File: src/rtl/antialiased_line_pixel_blend_defines.svh
// assertion macros for the antialiased line pixel blend
// expects clk and rst_n in the scope of every use
`ifndef ANTIALIASED_LINE_PIXEL_BLEND_DEFINES_SVH
`define ANTIALIASED_LINE_PIXEL_BLEND_DEFINES_SVH
`ifndef SYNTHESIS
// same-cycle implication
`define ALPB_ASSERT_IMP(lbl, ante, cons) \
  lbl: assert property (@(posedge clk) disable iff (!rst_n) (ante) |-> (cons)) \
    else $error("pixel blend assertion failed");
// next-cycle implication
`define ALPB_ASSERT_NXT(lbl, ante, cons) \
  lbl: assert property (@(posedge clk) disable iff (!rst_n) (ante) |=> (cons)) \
    else $error("pixel blend assertion failed");
`else
`define ALPB_ASSERT_IMP(lbl, ante, cons)
`define ALPB_ASSERT_NXT(lbl, ante, cons)
`endif
`endif

File: src/rtl/alpb_pkg.sv
// shared types, constants and helpers for the antialiased line pixel blend
// no dependencies
package alpb_pkg;

  localparam int COORD_W    = 20;
  localparam int HW_W       = 16;
  localparam int RGB_W      = 24;
  localparam int ALPHA_W    = 8;
  localparam int PIX_W      = 32;
  localparam int CFG_DATA_W = 24;
  localparam int CFG_IDX_W  = 3;
  localparam int T_FRAC     = 16;

  typedef enum logic [CFG_IDX_W-1:0] {
    CFG_START_X,
    CFG_START_Y,
    CFG_END_X,
    CFG_END_Y,
    CFG_HALF_WIDTH,
    CFG_STROKE_RGB,
    CFG_STROKE_ALPHA
  } cfg_idx_t;

  // pipeline control handed to the arithmetic units
  typedef struct packed {
    logic valid;
    logic advance;
  } pipe_ctl_t;

  // floor(v / 255) for v below 65280
  function automatic logic [7:0] div255(input logic [15:0] v);
    logic [16:0] s;
    s = 17'(v) + 17'd1 + 17'(v >> 8);
    return s[15:8];
  endfunction

endpackage

File: src/rtl/alpb_sqrt.sv
// pipelined integer square root, one root bit per stage
// depends on alpb_pkg
module alpb_sqrt #(
  parameter int RB   = 24,
  parameter int SB_W = 8
) (
  input  logic                clk,
  input  logic                rst_n,
  input  alpb_pkg::pipe_ctl_t ctl,
  input  logic [2*RB-1:0]     radicand,
  input  logic [SB_W-1:0]     sb_in,
  output logic                out_valid,
  output logic [RB-1:0]       root,
  output logic [SB_W-1:0]     sb_out
);
  import alpb_pkg::*;

  localparam int RMW = RB + 2;

  logic [2*RB-1:0] rad_r  [RB];
  logic [RMW-1:0]  rem_r  [RB];
  logic [RB-1:0]   root_r [RB];
  logic [SB_W-1:0] sb_r   [RB];
  logic            v_r    [RB];

  for (genvar i = 0; i < RB; i++) begin : g_stage
    logic [2*RB-1:0] rad_prev;
    logic [RMW-1:0]  rem_prev;
    logic [RB-1:0]   root_prev;
    logic [SB_W-1:0] sb_prev;
    logic            v_prev;
    logic [RMW+1:0]  cur;
    logic [RMW+1:0]  trial;
    logic [RMW+1:0]  diff;
    logic            ge;

    if (i == 0) begin : g_first
      assign rad_prev  = radicand;
      assign rem_prev  = '0;
      assign root_prev = '0;
      assign sb_prev   = sb_in;
      assign v_prev    = ctl.valid;
    end else begin : g_rest
      assign rad_prev  = rad_r[i-1];
      assign rem_prev  = rem_r[i-1];
      assign root_prev = root_r[i-1];
      assign sb_prev   = sb_r[i-1];
      assign v_prev    = v_r[i-1];
    end

    // bring down the next two radicand bits, try root*4 + 1
    assign cur   = {rem_prev, rad_prev[2*RB-1:2*RB-2]};
    assign trial = (RMW+2)'({root_prev, 2'b01});
    assign ge    = cur >= trial;
    assign diff  = cur - trial;

    always_ff @(posedge clk) begin
      if (!rst_n) begin
        v_r[i] <= 1'b0;
      end else if (ctl.advance) begin
        v_r[i] <= v_prev;
      end
    end

    always_ff @(posedge clk) begin
      if (ctl.advance) begin
        rad_r[i]  <= rad_prev << 2;
        rem_r[i]  <= ge ? diff[RMW-1:0] : cur[RMW-1:0];
        root_r[i] <= {root_prev[RB-2:0], ge};
        sb_r[i]   <= sb_prev;
      end
    end
  end

  assign out_valid = v_r[RB-1];
  assign root      = root_r[RB-1];
  assign sb_out    = sb_r[RB-1];

endmodule

File: config.mk
export PLATFORM = sky130hd
export DESIGN_NAME = alpb_sqrt
export DESIGN_NICKNAME = d
export VERILOG_FILES = /design/src/rtl/antialiased_line_pixel_blend_defines.svh /design/src/rtl/alpb_pkg.sv /design/src/rtl/alpb_sqrt.sv
export SDC_FILE = /design/constraint.sdc
export NUM_CORES = 2
export LEC_CHECK = 0
export ABC_AREA = 0
export BUFFER_PORTS_ARGS = -buffer_cell sky130_fd_sc_hd__buf_4
export CAP_MARGIN = 30
export CORE_MARGIN = 10
export CORE_UTILIZATION = 55
export DETAILED_ROUTE_END_ITERATION = 8
export GPL_TIMING_DRIVEN = 0
export PLACE_DENSITY = 0.77
export RECOVER_POWER = 50
export SLEW_MARGIN = 0
export SYNTH_ARGS = -nofsm -noshare
export SYNTH_HDL_FRONTEND = slang
export SYNTH_SLANG_ARGS = --single-unit
File: constraint.sdc
create_clock -name clk -period 6.1 [get_ports clk]
set_clock_uncertainty 0.15 [all_clocks]
set_input_delay 0.305 -clock clk [delete_from_list [all_inputs] [get_ports clk]]
set_output_delay 0.305 -clock clk [all_outputs]
set_load 0.005 [all_outputs]
# Yosys cells after proc, flatten, opt, wreduce, memory -nomap -nowiden
# Memories as Yosys holds them, arrays and structs flattened.
# Index checks and enable logic that the tools add are counted.
# totals
inputBits	60
mem_count	5
reg_bits	0
output_inout_bits	33
mem_bits_rw	2520
word_cells	130
# mem_list
memory	depth	width	read_ports	rd_clocked_by_memory_dff	write_ports	line_no	rtl
rad_r	24	46	23	0	24	alpb_sqrt.sv:20	logic [2*RB-1:0] rad_r [RB];
rem_r	24	26	23	0	24	alpb_sqrt.sv:21	logic [RMW-1:0] rem_r [RB];
root_r	24	24	24	0	24	alpb_sqrt.sv:22	logic [RB-1:0] root_r [RB];
sb_r	24	8	24	0	24	alpb_sqrt.sv:23	logic [SB_W-1:0] sb_r [RB];
v_r	24	1	24	0	24	alpb_sqrt.sv:24	logic v_r [RB];
# classes
bitwise	24
muxes	53
addsub	24
n_lt_le_gt_ge	24
# op_table
cell	n
>= comparator 28 x 26 -> 1 bit	23
two-way mux 26 bit	24
subtractor 26 bit	23
two-way mux 1 bit	29
bitwise OR 1 bit	24
subtractor 2 x 1 -> 3 bit, second input constant	1
>= comparator 2 x 1 -> 1 bit, second input constant	1

# Logic depth before layout (Yosys ltp)
# logic_depth
ltp_word	4
depth_mapped	13
depth_no_buf	13

# Least setup slack after synthesis
# OpenSTA, ideal clock, no wires.
# synth_timing
path_type	reg-to-reg
start	mem rem_r[2][133] in the netlist's numbering
end	mem rem_r[2][178] in the netlist's numbering (data pin)
setup_time_ns	0.256
arrival_ns	2.912
path_stages_with_launch	11
path_buffers	0
path_slack_ns	2.782
synth_period_minus_slack_ns	3.318
required_ns	5.694
cell_sequence	edfxtp_1 ha_1 a211o_1 a211o_1 a221oi_2 nor4_1 o41a_1 nor2_2 nor2_1 or4_1 a41o_1
# synth_lines
element	line_no
from (decl)	alpb_sqrt.sv:21

==> results.py <==
metrics = {
    "clock_tree": {
        "cts_root_buf": "clkbuf_16",
        "h-tree-depth": 4,
        "clk_pin_slew_worst_paths_ns": 0.06,
        "cts.path.max_buffers": 3,
        "ctsResizeCount": 0,
        "post_cts_buffers": 0,
        "cts_made_buffers": 166,
        "cts_sinks": 1631,
        "cts_tree": "built",
        "clk_latency_ns": 0.80,
    },
    "layout": {
        "fill_cells": 9554,
        "seq_area_um2": 49000,
        "area_growth_pct": 12.7,
        "drive_above_1_share_pct": 7.23,
        "multi_input_area_um2": 21000,
        "final_cells": 7385,
        "diodes": 0,
        "final_nets": 5898,
    },
    "setup_path": {
        "required_ns": 6.46,
        "critPathKind": "reg -> reg",
        "cp.arrival_ns": 4.78,
        "worst_path_max_delay_cell": "a21boi_2",
        "worstSetupEndpointType": "flip-flop",
        "path_max_fanout": 10,
        "max_stage_delay_ns": 0.58,
        "crit_path_start_kind": "flip-flop",
        "cp_num_buf_inv": 1,
        "crit_family": "compound AO/OA/AOI/OAI gates",
        "timing.critical_path.mode_cell": "a21oi_1",
        "path_cells": "ha_1 -> nor2b_1 -> o31ai_1 -> a21oi_1 -> a21oi_1 -> a211oi_1 -> a211o_1 -> a21boi_2 -> clkbuf_1 -> o21ai_0",
    },
    "global_route": {
        "track_usage_pct": 17.1,
        "antenna_found_initial": 2,
        "grt_first_pass_wirelength_um": 206000,
        "grt-ovfl-total": 0,
        "grt_max_degree": 208,
        "first_global_vias": 40733,
    },
    "status": {
        "status": "complete, no violations",
    },
    "place": {
        "pre_cts_slack_ns": 1.71,
        "dp_cells": 7022,
        "dp_hpwl_um": 86700,
        "place.gp.congestion": 0.914,
        "io_buffers": 92,
    },
    "timing": {
        "setup_slack_ns": 1.68,
        "report.final.setup_viol": 0,
        "fmax_mhz": 226,
        "fin_crit_sh_pct": 72.4,
        "tightest_slew_ns": 1.07,
        "hold_viol": 0,
        "maxSlewHeadroom_pct": 28.6,
        "period_needed_ns": 4.42,
        "tns_ns": 0,
        "slew_viol_final": 0,
        "rsz0062_at_grt": "false",
    },
    "synthesis": {
        "synth_top_area_share_pct": 68.1,
        "yosys-top-cells-count": "edfxtp_1, inv_1, nand2_1, ha_1",
        "yosysTopAreaCell": "edfxtp_1",
        "ys_types": 95,
        "avgSynthCellArea_um2": 13.9,
        "yosys_warnings": 0,
        "yosys-top-cells-area": "edfxtp_1, ha_1, xnor2_1",
        "yosysSeqAreaShare_pct": 68.2,
        "async_flop_share_pct": 0,
        "syn_nets": 5565,
        "synthCells": 5179,
        "synth_edf_count": 1630,
        "synth_area_um2": 71800,
        "yosysMostFrequentCell": "edfxtp_1",
        "yosys_register_bits": 1631,
        "synth_flop_cell": "edfxtp_1",
    },
    "detailed_routing": {
        "route.vias.total": 40706,
        "drc_errors": 0,
        "ant_nets": 0,
        "vias_per_cell": 5.51,
        "drtPass1Iterations": 6,
        "wirelength_um": 127000,
        "detail_route.wl_per_cell_um": 17.2,
        "first_iter_violations": 3188,
    },
    "pwr": {
        "power_leakage_nw": 30.6,
        "power.density_nw_per_um2": 356,
        "vdd_drop_max_mv": 0.312,
        "finalPower_mw": 28.8,
    },
    "die": {
        "fp.dieW_um": 381,
        "pin_count": 93,
        "design.core.area_um2": 130000,
        "die_h_um": 381,
        "initial_utilization_pct": 55.4,
        "dieArea_um2": 145000,
        "rows": 132,
    },
    "min_path": {
        "hp-class": "in -> reg",
    },
    "run": {
        "cap_violations": 0,
    },
}
## final timing paths
| check | depth (start not counted) | endpoint | from | slack (ns) |
|---|---|---|---|---|
| hold / removal | 2 | rad_r[0][44] | radicand[44] | 0.08 |
| hold reg to reg | 0 | sb_r[0][60] | sb_r[0][52] | 0.25 |
| setup reg to reg | 10 | rem_r[2][121] | rem_r[2][78] | 1.68 |
| setup / recovery | 10 | rem_r[2][121] | rem_r[2][78] | 1.68 |
## logic make-up after synthesis
| kind of cell | share of synthesized area, % |
|---|---|
| compound gates | 8.30 |
| fa+ha+maj | 5.68 |
| flops | 68.2 |
| buf+inv | 2.55 |
| mux | 0.848 |
| other cells | 0.00522 |
| xor+xnor | 5.65 |
| simple gates | 8.79 |
## timing repair
| action | in CTS | in global routing |
|---|---|---|
| hold buffers | 62 | 0 |
| hold endpoints to repair | 162 | 0 |
| setup endpoints to repair | 0 | 0 |
## cell usage in the layout (no fill, tap or decap), types with 74 or more instances in the layout
cell / count
ha_1: 326
nand2_1: 351
clkbuf_1: 116
xnor2_1: 237
a21oi_1: 276
nor2_1: 270
a21o_1: 110
o21a_1: 74
nor3_1: 127
edfxtp_1: 1630
clkbuf_4: 76
clkbuf_16: 166
inv_1: 396
xor2_1: 226
o21ai_0: 276
## metrics by stage
step	hold WS, ns	util [%]	instance area, µm²
floorplan	0.250	-	71800
global placement	0.250	57.6	74700
detailed placement	0.255	57.8	74900
CTS	0.000800	62.4	81000
global route	0.0471	62.4	81000
finish	0.0777	62.4	81000
## power by group
group,leakage [nW],switching (mW),internal (mW)
logic,12.3,2.48,1.86
clock network,2.59,4.25,5.65
registers,15.7,0.684,13.9
total,30.6,7.42,21.4
## flip-flops by register name, indices dropped and copies added, names as in the netlist
| name | count |
|---|---|
| root_r | 300 |
| rem_r | 563 |
| v_r | 24 |
| rad_r | 552 |
| sb_r | 192 |
## layout make-up
type,instances,share of cell area [%]
Buffer,80,0.406
Tap cell,1742,2.69
Sequential cell,1631,60.5
Clock buffer,205,5.34
Multi-Input combinational cell,3067,26.0
Timing Repair Buffer,165,1.91
Clock inverter,94,1.34
Inverter,401,1.86
## routing by layer
metal | routed length, µm | vias up | share of wire [%] | global-route usage [%]
met5 | 7 | - | 0.0055 | 0
met4 | 3860 | 2 | 3.0 | 6.30
met3 | 5730 | 277 | 4.5 | 3.07
met2 | 64300 | 939 | 51 | 30.0
met1 | 52800 | 19576 | 42 | 21.1
li1 | - | 19912 | - | -
No activity file was read; power rests on OpenSTA's default activity.
