--- src/rtl/antialiased_line_pixel_blend_defines.svh ---
// assertion macros for the antialiased line pixel blend
// expects clk and rst_n in the scope of every use
`ifndef ANTIALIASED_LINE_PIXEL_BLEND_DEFINES_SVH
`define ANTIALIASED_LINE_PIXEL_BLEND_DEFINES_SVH
`ifndef SYNTHESIS
// same-cycle implication
`define ALPB_ASSERT_IMP(lbl, ante, cons) \
  lbl: assert property (@(posedge clk) disable iff (!rst_n) (ante) |-> (cons)) \
    else $error("pixel blend assertion failed");
// next-cycle implication
`define ALPB_ASSERT_NXT(lbl, ante, cons) \
  lbl: assert property (@(posedge clk) disable iff (!rst_n) (ante) |=> (cons)) \
    else $error("pixel blend assertion failed");
`else
`define ALPB_ASSERT_IMP(lbl, ante, cons)
`define ALPB_ASSERT_NXT(lbl, ante, cons)
`endif
`endif

--- src/rtl/alpb_pkg.sv ---
// shared types, constants and helpers for the antialiased line pixel blend
// no dependencies
package alpb_pkg;

  localparam int COORD_W    = 20;
  localparam int HW_W       = 16;
  localparam int RGB_W      = 24;
  localparam int ALPHA_W    = 8;
  localparam int PIX_W      = 32;
  localparam int CFG_DATA_W = 24;
  localparam int CFG_IDX_W  = 3;
  localparam int T_FRAC     = 16;

  typedef enum logic [CFG_IDX_W-1:0] {
    CFG_START_X,
    CFG_START_Y,
    CFG_END_X,
    CFG_END_Y,
    CFG_HALF_WIDTH,
    CFG_STROKE_RGB,
    CFG_STROKE_ALPHA
  } cfg_idx_t;

  // pipeline control handed to the arithmetic units
  typedef struct packed {
    logic valid;
    logic advance;
  } pipe_ctl_t;

  // floor(v / 255) for v below 65280
  function automatic logic [7:0] div255(input logic [15:0] v);
    logic [16:0] s;
    s = 17'(v) + 17'd1 + 17'(v >> 8);
    return s[15:8];
  endfunction

endpackage

--- src/rtl/alpb_div.sv ---
// pipelined restoring divider, one quotient bit per stage, numerator below divisor
// depends on alpb_pkg
module alpb_div #(
  parameter int DVW  = 42,
  parameter int QW   = 16,
  parameter int SB_W = 8
) (
  input  logic                clk,
  input  logic                rst_n,
  input  alpb_pkg::pipe_ctl_t ctl,
  input  logic [DVW-1:0]      num,
  input  logic [DVW-1:0]      den,
  input  logic [SB_W-1:0]     sb_in,
  output logic                out_valid,
  output logic [QW-1:0]       quot,
  output logic [SB_W-1:0]     sb_out
);
  import alpb_pkg::*;

  logic [DVW-1:0]  rem_r [QW];
  logic [DVW-1:0]  den_r [QW];
  logic [QW-1:0]   q_r   [QW];
  logic [SB_W-1:0] sb_r  [QW];
  logic            v_r   [QW];

  for (genvar i = 0; i < QW; i++) begin : g_stage
    logic [DVW-1:0]  rem_prev;
    logic [DVW-1:0]  den_prev;
    logic [QW-1:0]   q_prev;
    logic [SB_W-1:0] sb_prev;
    logic            v_prev;
    logic [DVW:0]    dbl;
    logic [DVW:0]    diff;
    logic            ge;

    if (i == 0) begin : g_first
      assign rem_prev = num;
      assign den_prev = den;
      assign q_prev   = '0;
      assign sb_prev  = sb_in;
      assign v_prev   = ctl.valid;
    end else begin : g_rest
      assign rem_prev = rem_r[i-1];
      assign den_prev = den_r[i-1];
      assign q_prev   = q_r[i-1];
      assign sb_prev  = sb_r[i-1];
      assign v_prev   = v_r[i-1];
    end

    assign dbl  = {rem_prev, 1'b0};
    assign ge   = dbl >= {1'b0, den_prev};
    assign diff = dbl - {1'b0, den_prev};

    always_ff @(posedge clk) begin
      if (!rst_n) begin
        v_r[i] <= 1'b0;
      end else if (ctl.advance) begin
        v_r[i] <= v_prev;
      end
    end

    always_ff @(posedge clk) begin
      if (ctl.advance) begin
        rem_r[i] <= ge ? diff[DVW-1:0] : dbl[DVW-1:0];
        den_r[i] <= den_prev;
        q_r[i]   <= {q_prev[QW-2:0], ge};
        sb_r[i]  <= sb_prev;
      end
    end
  end

  assign out_valid = v_r[QW-1];
  assign quot      = q_r[QW-1];
  assign sb_out    = sb_r[QW-1];

endmodule

--- config.mk ---
export PLATFORM = sky130hd
export DESIGN_NAME = alpb_div
export DESIGN_NICKNAME = d
export VERILOG_FILES = /design/src/rtl/antialiased_line_pixel_blend_defines.svh /design/src/rtl/alpb_pkg.sv /design/src/rtl/alpb_div.sv
export SDC_FILE = /design/constraint.sdc
export NUM_CORES = 2
export LEC_CHECK = 0
export ABC_AREA = 1
export BUFFER_PORTS_ARGS = -buffer_cell sky130_fd_sc_hd__buf_2
export CAP_MARGIN = 20
export CORE_MARGIN = 3
export CORE_UTILIZATION = 40
export DETAILED_ROUTE_END_ITERATION = 8
export PLACE_DENSITY = 0.64
export SLEW_MARGIN = 20
export SYNTH_ARGS = -nofsm -noshare
export SYNTH_HDL_FRONTEND = slang
export SYNTH_SLANG_ARGS = --single-unit
--- constraint.sdc ---
create_clock -name clk -period 2.76 [get_ports clk]
set_input_delay 0.69 -clock clk [delete_from_list [all_inputs] [get_ports clk]]
set_output_delay 0.69 -clock clk [all_outputs]
set_load 0.05 [all_outputs]
# After elaboration in Yosys (flattened, before gate mapping)

Memories as Yosys holds them, arrays and structs flattened.
Index checks and enable logic that the tools add are counted.

Order comparisons: 16
$mul: 0
$add $sub $neg: 16
Reductions and logical operators: 0
Shift operators: 0
Equal/unequal tests: 0
Divide/modulo/power cells: 0
Bitwise logic cells: 16
Mux-type cells: 37

Operator list:

| kind                           | number |
|---|---|
| >= comparator 43 x 42 -> 1 bit | 16 |
| two-way mux 42 bit             | 16 |
| subtractor 42 bit              | 16 |
| two-way mux 1 bit              | 21 |
| OR 1 bit                       | 16 |

Bits in writable memories: 1744
Output and inout port bits: 25
Input port bits: 96
Bits in read-only memories: 0
Logic and storage cells: 90
Memories: 5
Latch bits: 0
Register bits after elaboration: 0

Memories:

| name  | depth | width | read ports | clocked after Yosys merged registers in | wr ports | RTL line       | text |
|---|---|---|---|---|---|---|---|
| den_r | 16    | 42    | 15         | 0                                       | 16       | alpb_div.sv:21 | `logic [DVW-1:0] den_r [QW];` |
| rem_r | 16    | 42    | 15         | 0                                       | 16       | alpb_div.sv:20 | `logic [DVW-1:0] rem_r [QW];` |
| q_r   | 16    | 16    | 16         | 0                                       | 16       | alpb_div.sv:22 | `logic [QW-1:0] q_r [QW];` |
| sb_r  | 16    | 8     | 16         | 0                                       | 16       | alpb_div.sv:23 | `logic [SB_W-1:0] sb_r [QW];` |
| v_r   | 16    | 1     | 16         | 0                                       | 16       | alpb_div.sv:24 | `logic v_r [QW];` |

# Logic depth before layout (Yosys ltp)

Depth after elaboration: 4
Mapped depth: 16
Depth with buffers taken out: 15

# Least setup slack after synthesis

OpenSTA, ideal clock, no wires.

Path type: input-to-reg
Start: input port den[18]
End: memory rem_r[0][38] (data pin)
Required time: 2507 ps
Arrival: 2123 ps
Stages on the path: 13
Buffers on the path: 1
Setup slack: 383 ps
Setup time: 253 ps
Cell sequence: inv_1 ha_1 nand2_1 inv_1 a21oi_1 nand2_1 a21oi_1 nand2_1 nand2_1 nand2_4 buf_4 nand3_1 nand2_1

RTL lines:

| element     | RTL line       | text |
|---|---|---|
| from (decl) | alpb_div.sv:12 | `input logic [DVW-1:0] den,` |
| to (decl)   | alpb_div.sv:20 |  |

==> run_results.csv <==
group,metric,value,unit
setup_path,arrival,3.34,ns
cells_and_area,layout_commonest_cell,"nand2_1",
cts,cts_inserted_buffers,184,
yosys,synth_ff_type,"edfxtp_1",
setup_path,rrSetupSlack,0.03,ns
cells_and_area,nFillCells,26400,
timing,finalSetupViolations,0,
job,max_cap_viol_count,0,
power,switching_power,65.6,mW
run_status,outcome,"complete, no violations",
cells_and_area,multi_input_area,50400,um^2
yosys,syn-num-nets,15400,
timing,clock_skew,0.0792,ns
grt,grt_most_used_layer,"met2",
timing,hold_viol_final,0,
timing,slew_headroom,0.556,
drt,antenna_left,0,
setup_path,crit_type,"reg2reg",
setup_path,r2r-end,"rem_r[11][8]",
power,ir_worst_vdd,0.656,mV
cts,clk_pin_slew,0.07,ns
cts,cts_tree,"built",
floorplan,start_util,0.404,
cts,cts.sink_count,1540,
floorplan,die_width,524,um
drt,wire_per_inst,19.0,um
setup_path,startpoint,"rem_r[10][22]",
grt,antenna_found_initial,7,
yosys,yosys_warnings,0,
timing,slew_viol_final,0,
timing,setup_ws,0.0304,ns
timing,worstMarginPinSlew,0.664,ns
power,powerDensity,1100,nW/um^2
power,power.total,144,mW
yosys,ys_types,39,
cells_and_area,regArea,46200,um^2
power,intPower,78.1,mW
setup_path,critPathCapture,"rem_r[11][8]",
yosys,avgSynthCellArea,7.34,um^2
yosys,netlist_area,107000,um^2
yosys,ys_ff_latch,1540,
cells_and_area,nNetsFinal,17100,
power,p_seq_frac,0.276,
power,share_comb_of_total_power,0.550,
placed_design,dp_hpwl,317000,um
cts,cts_buffer_depth,4,
power,p_leak,67.7,nW
drt,drc,0,
timing,period_share,0.989,
setup_path,rr_startpoint,"rem_r[10][22]",
drt,routed_wl,380000,um
cts,cts.htree.levels,4,
worst_hold_path,hp-class,"in2reg",
cells_and_area,fin_area,131000,um^2
floorplan,num_io_pins,121,
grt,use_met2,0.465,
floorplan,core_area,266000,um^2
timing,fin_crit,2.73,ns
cells_and_area,syn_to_final_growth,21.5,%
yosys,syn_inst,14600,
yosys,yosysSeqAreaShare,0.431,
power,power_frac_clock,0.173,
timing,whs,0.0764,ns
setup_path,required,3.37,ns
placed_design,portBuffers,120,
setup_path,reg2reg_depth,13,
grt,grt_pass1_vias,95000,
grt,met1_usage,0.328,
cells_and_area,drive_gt1_frac,0.133,
cts,ctsRootBufferMaster,"clkbuf_16",
placed_design,place_congestion,1.07,
worst_hold_path,holdPathStages,2,
floorplan,die_area,275000,um^2
grt,grt-ovfl-total,0,
timing,rsz0062_at_grt,"yes",
grt,grt_usage,0.272,
drt,vias,97900,
drt,drt-initial-drc-count,8207,
placed_design,dpl-instance-area,123000,um^2
yosys,synth_edf_count,1539,
grt,grt_max_degree,85,
grt,grt_use_met3,0.0332,
setup_path,cp-end-kind,"flop",
timing,fmax,0.366,GHz
drt,drt-pass1-iter-count,9,
placed_design,preCtsSetupSlack,-0.345,ns
floorplan,die_y,524,um
cells_and_area,final_cell_mix,"nand2_1, inv_1, edfxtp_1",
grt,grt_pass1_wl,564000,um
setup_path,start_kind,"flop",
power,switching_share,0.456,
setup_path,cp_max_fo,28,
drt,via_per_inst,4.90,
cts,clk_latency,0.91,ns
yosys,async_flop_share,0,
floorplan,rows,189,
## layer usage
metal / wire length (um) / vias to the layer above / share of wire
met4: 26900 / 0 / 0.071
met2: 179000 / 3411 / 0.47
met5: 0 / - / 0
met1: 150000 / 44400 / 0.40
met3: 23900 / 947 / 0.063
li1: - / 49100 / -
## final cells by class
cell class | instances | share of cell area
diodes | 4 | 0.0000767
clock buffers | 215 | 0.0363
clock inverters | 119 | 0.0104
inverters | 2836 | 0.0822
multi-input cells | 10100 | 0.386
flip-flops and latches | 1540 | 0.354
well taps | 3533 | 0.0339
repair buffers | 1612 | 0.0970
## stage by stage
step	utilization	instances	setup TNS, ns
4_1_cts	0.485	19900	-0.000483
2_1_floorplan	-	14600	0
3_5_place_dp	0.461	19600	-9.21
6_report	0.491	20000	0
3_3_place_gp	0.461	19600	-9.03
5_1_grt	0.491	20000	-0.126
## cell usage after synthesis (2+ instances only)
| cell | instances | area, um^2 |
|---|---|---|
| nor2_2 | 35 | 219 |
| or2_1 | 3 | 18.8 |
| or2_2 | 27 | 169 |
| nor3_1 | 68 | 340 |
| o21ai_0 | 171 | 856 |
| o21ai_1 | 3 | 15.0 |
| o21bai_1 | 100 | 751 |
| nand3_1 | 830 | 4150 |
| nand2b_1 | 12 | 75.1 |
| clkinv_1 | 2 | 7.51 |
| fa_1 | 15 | 300 |
| nand4_1 | 77 | 482 |
| xor2_1 | 327 | 2860 |
| inv_4 | 13 | 81.3 |
| inv_2 | 20 | 75.1 |
| nand2_2 | 7 | 43.8 |
| xnor2_1 | 6 | 52.6 |
| nor2_1 | 1124 | 4220 |
| buf_4 | 58 | 435 |
| inv_1 | 2801 | 10500 |
| a21o_1 | 15 | 113 |
| and2_1 | 52 | 325 |
| nand2_1 | 5922 | 22200 |
| nor3b_1 | 2 | 15.0 |
| nand2_4 | 14 | 158 |
| edfxtp_1 | 1539 | 46200 |
| nor4_1 | 27 | 169 |
| ha_1 | 671 | 8400 |
| buf_6 | 62 | 698 |
| a21oi_1 | 550 | 2750 |
| o211ai_1 | 3 | 22.5 |
| nand3b_1 | 75 | 563 |
## cell families after synthesis
group | Yosys count | share of synthesized area
flops | 1540 | 0.431
fa+ha+maj | 686 | 0.0810
xor+xnor | 333 | 0.0272
buf+inv | 2957 | 0.110
simple gates | 8277 | 0.309
compound gates | 845 | 0.0422
## state kept, by name, indices dropped and copies added, names as in the netlist
name   count
den_r    630
rem_r    630
q_r      136
sb_r     128
v_r       16
## timing repair
item | CTS | global route
pin swaps | 0 | 10
setup endpoints to repair | 66 | 519
hold buffers | 16 | 0
setup buffers | 13 | 69
resized for setup | 18 | 219
hold endpoints to repair | 16 | 0
## worst min-delay path by stage
| stage | end | startpoint | slack [ns] |
|---|---|---|---|
| floorplan | q_r[0][17] | q_r[0][0] | 0.40 |
| CTS | v_r[1][0] | rst_n | 0.01 |
| global placement | q_r[7][21] | q_r[7][4] | 0.40 |
| detailed placement | q_r[4][1] | q_r[3][16] | 0.40 |
| global route | v_r[1][0] | rst_n | 0.05 |
| finish | den_r[0][2] | den[2] | 0.08 |
## power groups by stage
stage / logic [mW] / clock network [mW] / registers (mW)
6_report: 79.1 / 24.9 / 39.7
5_1_grt: 87.8 / 26.4 / 40.0
4_1_cts: 76.6 / 25.5 / 39.5
3_5_place_dp: 76.1 / 0 / 39.9
3_3_place_gp: 75.8 / 0 / 39.9
2_1_floorplan: 48.0 / 0 / 36.8
## critical path: stages, from the launching register on
cell      delay (ns)
edfxtp_1        0.56
ha_4            0.36
nand2_1         0.09
nor2_1          0.15
nand2_1         0.17
nor3_1          0.17
nand2_1         0.17
nand2_1         0.13
nand2_1         0.09
nand2_4         0.11
inv_8           0.10
buf_4           0.19
nand2_1         0.06
nand2_1         0.10
Power figures use the tool's default switching activity.
